$ cat config.mk
export PLATFORM = sky130hd
export DESIGN_NAME = fawt_queue
export DESIGN_NICKNAME = d
export VERILOG_FILES = /design/src/rtl/fawt_queue.sv
export SDC_FILE = /design/constraint.sdc
export NUM_CORES = 1
export LEC_CHECK = 0
export ABC_AREA = 1
export BUFFER_PORTS_ARGS = -buffer_cell sky130_fd_sc_hd__buf_2
export CORE_MARGIN = 5
export CORE_UTILIZATION = 40
export DETAILED_ROUTE_END_ITERATION = 7
export GPL_TIMING_DRIVEN = 0
export HOLD_SLACK_MARGIN = 0.1
export PLACE_DENSITY = 0.7
export SLEW_MARGIN = 20
export SYNTH_ARGS = -nofsm -noshare
export SYNTH_HDL_FRONTEND = slang
export SYNTH_SLANG_ARGS = --single-unit
$ cat constraint.sdc
create_clock -name clk -period 7.1 [get_ports clk]
set_input_delay 0.71 -clock clk [delete_from_list [all_inputs] [get_ports clk]]
set_output_delay 0.71 -clock clk [all_outputs]
set_load 0.02 [all_outputs]
$ cat src/rtl/fawt_queue.sv
// ----------------------------------------------------------------------------
// fawt_queue: two-entry request queue
// Holds accepted requests so the front end can take input while the engine works.
// ----------------------------------------------------------------------------
module fawt_queue #(
  parameter int WIDTH = 64
) (
  input  logic             clk,
  input  logic             rst_n,
  input  logic             push_valid,
  output logic             push_ready,
  input  logic [WIDTH-1:0] push_data,
  output logic             pop_valid,
  input  logic             pop_ready,
  output logic [WIDTH-1:0] pop_data
);

  logic [WIDTH-1:0] slot_r [2];
  logic             wr_ptr_r, wr_ptr_nxt;
  logic             rd_ptr_r, rd_ptr_nxt;
  logic [1:0]       count_r, count_nxt;
  logic             do_push, do_pop;

  assign push_ready = (count_r != 2'd2);
  assign pop_valid  = (count_r != 2'd0);
  assign pop_data   = slot_r[rd_ptr_r];
  assign do_push    = push_valid && push_ready;
  assign do_pop     = pop_valid && pop_ready;

  always_comb begin
    wr_ptr_nxt = do_push ? ~wr_ptr_r : wr_ptr_r;
    rd_ptr_nxt = do_pop ? ~rd_ptr_r : rd_ptr_r;
    count_nxt  = count_r + {1'b0, do_push} - {1'b0, do_pop};
  end

  always_ff @(posedge clk) begin
    if (!rst_n) begin
      wr_ptr_r <= 1'b0;
      rd_ptr_r <= 1'b0;
      count_r  <= 2'd0;
    end else begin
      wr_ptr_r <= wr_ptr_nxt;
      rd_ptr_r <= rd_ptr_nxt;
      count_r  <= count_nxt;
    end
  end

  always_ff @(posedge clk) begin
    if (do_push) begin
      slot_r[wr_ptr_r] <= push_data;
    end
  end

endmodule

[Yosys cells after proc, flatten, opt, wreduce, memory -nomap -nowiden]
Memory sizes are Yosys's and may differ from the RTL's. A register that Yosys moved wholly into a read port is not among the register bits.
Cells that the tools add are included.
Storage, ports and cells
  register bits after elaboration: 4
  bits in writable memories: 128
  bits of input ports: 68
  output and inout port bits: 66
  word-level logic and storage cells: 16
  memories kept: 1
Cells by class
  $add $sub $neg: 2
  eq/ne operators: 1
  multiplexer cells: 4
  bitwise gates (word level): 2
  reductions and logical operators: 3
Memories
  slot_r: depth 2, width 64, read ports 1, clocked after Yosys merged registers in 1, write ports 1, line 18  | logic [WIDTH-1:0] slot_r [2];
Operators with widths (count)
  1-bit two-way mux: 4
  2-bit by 1-bit adder with 2-bit output: 1
  1-bit logical AND: 2
  2-bit inequality test, second input constant: 1
  1-bit inverter: 2
  2-bit nonzero test: 1
  2-bit by 1-bit subtractor with 2-bit output: 1

[Depth between registers and ports, before layout]
  word-level depth: 4
  gate-level depth with buffers: 11
  gate-level depth less buffers: 11

[Least setup slack after synthesis]
OpenSTA, ideal clock, no wires.
  kind: input to register
  from: input port push_valid
  to: memory slot_r[0][0], enable pin
  library setup time: 0.486 ns
  arrival: 3.464 ns
  required time: 6.614 ns
  path slack: 3.150 ns
  stages on the path: 2
  buffers on the path: 0
  path through: nand2_1 -> nor2_1
On the way
  longest elaborated chain between the ends: 3
Ends and longest elaborated chain
  start, declared: line 10  | input logic push_valid,
  1-bit logical AND: line 27  | assign do_push = push_valid && push_ready;
  1-bit two-way mux: line 49  | if (do_push) begin
  1-bit two-way mux (implied by the code): line 50  | slot_r[wr_ptr_r] <= push_data;
  end, declared: line 18
Every way passes these cells.

==> results.md <==
- The run finished with clean final reports.
- Summed over all nets, the switching power comes to 716.8 µW.
- The accumulated negative setup slack is 0 ns.
- The endpoint type of the worst setup path is an output port.
- The most frequent standard cell in the layout excluding fill and tap cells is buf_2.
- Once detailed placement completed, the half-perimeter wirelength came to 6306 µm.
- In this run, CTS created clock tree buffers numbering 17.
- The synthesized instance count is 235.
- STA puts the critical path data arrival time at 1.59 ns.
- After detailed routing, the met3 layer carries 712 µm of wire.
- The unique cell type count in the Yosys netlist is 12.
- Setup repair after global routing left no endpoint under its margin.
- The share of cells above drive strength 1 is 58.71%.
- The final hold violation count is 0.
- The part of the cycle the worst path needs is 32.38%.
- The count of routing violations after the opening detailed-route iteration is 137.
- The finished cells cover 6683 µm².
- The routed wire length per instance is 15.83 µm.
- The effective utilization at floorplan is 40.90%.
- The largest individual stage delay along the critical path comes from the cell dfxtp_1.
- Counting both buffers and inverters, the worst setup path holds a total of 3.
- The final routed DRC violation total is 0.
- Sequential cells were found to cover 76.41% of the synthesized design area.
- The root buffer cell chosen for the clock tree is clkbuf_16.
- The post-layout total power is 2.581 mW.
- In this run, the clock network consumes 32.7% of the power.
- The clock slew at the register clock pins of the worst setup and hold paths is 0.06 ns.
- The number of endpoints failing setup at the final stage is 0.
- After layout, the minimum clock period comes to 2.299 ns.
- The share of total power dissipated in sequential elements is 39.6%.
- The detailed-routing iteration count for the pre-antenna-repair pass is 4.
- Wires add up to 9086 µm.
- The met2 wire length is 4627 µm.
- The cell-internal power is 1.864 mW.
- The class of the tightest hold or removal check is in2reg.
- The register area is 3944 µm².
- The proportion of power drawn by combinational gates is 27.7%.
- The number of buffers inserted for hold repair after clock tree synthesis is 0.
- CTS saw 133 sinks.
- The number of global-route vias before repair came to 2,782.
- Counting the fill cells in the layout gives 1,047.
- The final clock skew is 0.005158 ns.
- The average instance in the mapped netlist occupies 21.96 µm².
- The number of H-tree branching levels is 4.
- The startpoint type of the worst setup path is a register.
- The first global-routing pass estimated 13,930 µm of wire.
- The core region area is 12,620 µm².
- Leaving out fill and tap cells, the most frequent cells in the layout are 133 x buf_2, 128 x edfxtp_1, 60 x mux2_4.
- The number of pins with negative max-slew slack in the final report is 0.
- Post-CTS timing repair inserted 0 buffers for setup.
- The maximum count of clock buffers along a single path is 2.
- Synthesis produced a netlist with a net count of 305.
- After detailed placement, the total cell area comes to 6112 µm².
- The met1 wire length is 3638 µm.
- Summing all multi-input logic gate instances after layout gives 1067 µm².
- Summing over every cut layer, the via total after detailed routing is 2,569.
- The synthesized netlist occupies a cell area of 5161 µm².
- The total of cells resized after clock tree synthesis is 0.
- The startpoint identified for the worst register-to-register timing path is count_r[0].
- The floorplan step defined a die boundary enclosing 15,270 µm².
- The count of input and output buffers is 133.
- The worst min-delay path startpoint is push_data[59].
- The initial antenna violation count was 1.
- For this run, the top clock speed supported by timing is 434.9 MHz.
- Entering global routing, the biggest net connects 34 pins.
- Traced cell by cell, the critical path runs through buf_6, buf_12, mux2_4, buf_2.
- For this run the aggregate overflow at the end of global routing stands at 0.
- In the routed layout, each cell is associated on average with a via count of 4.476.
- The number of antenna cells inserted is 0.
- Global routing consumed, over all layers together, 12.51% of the routing resources.
- The die is 123.6 µm tall.
- The highest net fanout along the worst path is 10.
- For the pin with the worst max-slew slack, the measured transition is 0.5718 ns.
- The type of the worst setup path is reg2out.
- The final layout contains 460 nets.
- The number of nets still failing antenna checks after routing is 0.
- VDD sags by at most 0.0002038 V.
- The global placer's final weighted congestion is 0.6828.
- Max-cap violations in this run came to 0.
- The Yosys step of the flow raised 0 warnings.
- The kind of cell with the highest combined delay on the critical path is buffers and inverters.
- In this run the core area contains 41 standard-cell rows.
- The number of register bits inferred by synthesis is 133.
- The required time at the endpoint of the critical path is 6.39 ns.
- For the worst-skew pair, the clock arrives at the later sink with an insertion delay of 0.40 ns.
- The switching power as a share of total power is 27.77%.
- The CTS tree is yes.
- The largest stage delay on the critical path is 0.32 ns.
- In this run the static leakage power is 2.664 nW.
- The number of placed I/O pins is 134.
- The relative slew slack is 61.79%.
- The signed area change from the synthesized netlist to the final layout is 29.48%.
- In this run the power density over the cells is 386.2 nW/µm².
- In this run the horizontal extent of the chip is 123.6 µm.
- The highest metal layer with signal wires is met5.
## power by group through the flow
stage | Clock, mW | Combinational, mW | Sequential, mW
floorplan | 0 | 0.517 | 1.04
global placement | 0 | 0.697 | 1.05
detailed placement | 0 | 0.728 | 1.04
CTS | 0.863 | 0.731 | 1.02
global route | 0.907 | 0.766 | 1.03
finish | 0.844 | 0.714 | 1.02
## per-layer routing
layer | vias up | track usage [%]
met5 | - | 0
met4 | 2 | 5.467
met3 | 10 | 5.767
met2 | 91 | 20.41
met1 | 1246 | 14.09
li1 | 1220 | -
## layout make-up
class / count / area share (%)
sequential: 133 / 59.02
multi-input combinational: 88 / 15.97
timing repair buffer: 136 / 10.86
clock buffer: 19 / 6.478
tap: 172 / 3.220
clock inverter: 12 / 2.060
buffer: 7 / 1.966
inverter: 7 / 0.4306
## path summary, 6_finish.rpt
kind              endpoint  slack (ns)  cells past startpoint
max           pop_data[59]        4.80                      4
min          slot_r[1][59]        0.49                      1
max reg2reg  slot_r[0][29]        5.39                      5
min reg2reg       register        0.51                      2
## flip-flops by register name, summed over array words and instances, names as in the netlist, named ones only
register	count
slot_r	128
rd_ptr_r	1
wr_ptr_r	1
count_r	2
## per-stage QoR
| step | cells | setup WS [ns] | hold slack (ns) | util (%) |
|---|---|---|---|---|
| 2_1_floorplan | 235 | 3.150 | 0.4675 | - |
| 3_3_place_gp | 540 | 1.468 | 0.4849 | 47.88 |
| 3_5_place_dp | 543 | 5.077 | 0.5012 | 48.43 |
| 4_1_cts | 574 | 4.755 | 0.4673 | 52.95 |
| 5_1_grt | 574 | 4.706 | 0.4614 | 52.95 |
| 6_report | 574 | 4.801 | 0.4914 | 52.95 |
## synthesized netlist by cell type (all sizes together)
cell,count,area (µm²)
nand3,3,15.01
edfxtp,128,3844
dfxtp,5,100.1
nand2,9,33.78
inv,7,26.28
a21oi,2,10.01
ha,2,25.02
nor2,8,30.03
mux2,64,945.9
buf,7,131.4
## cell families (layout without fill, tap and decap cells)
group / Yosys count / in the layout / synth area share, %
and+or+nand+nor: 20 / 20 / 1.527
buffers and inverters: 14 / 181 / 3.055
adders and majority gates: 2 / 2 / 0.4848
DFF: 133 / 133 / 76.41
AOI/OAI and AO/OA: 2 / 2 / 0.1939
muxes: 64 / 64 / 18.33
No activity file was read; power rests on OpenSTA's default activity.
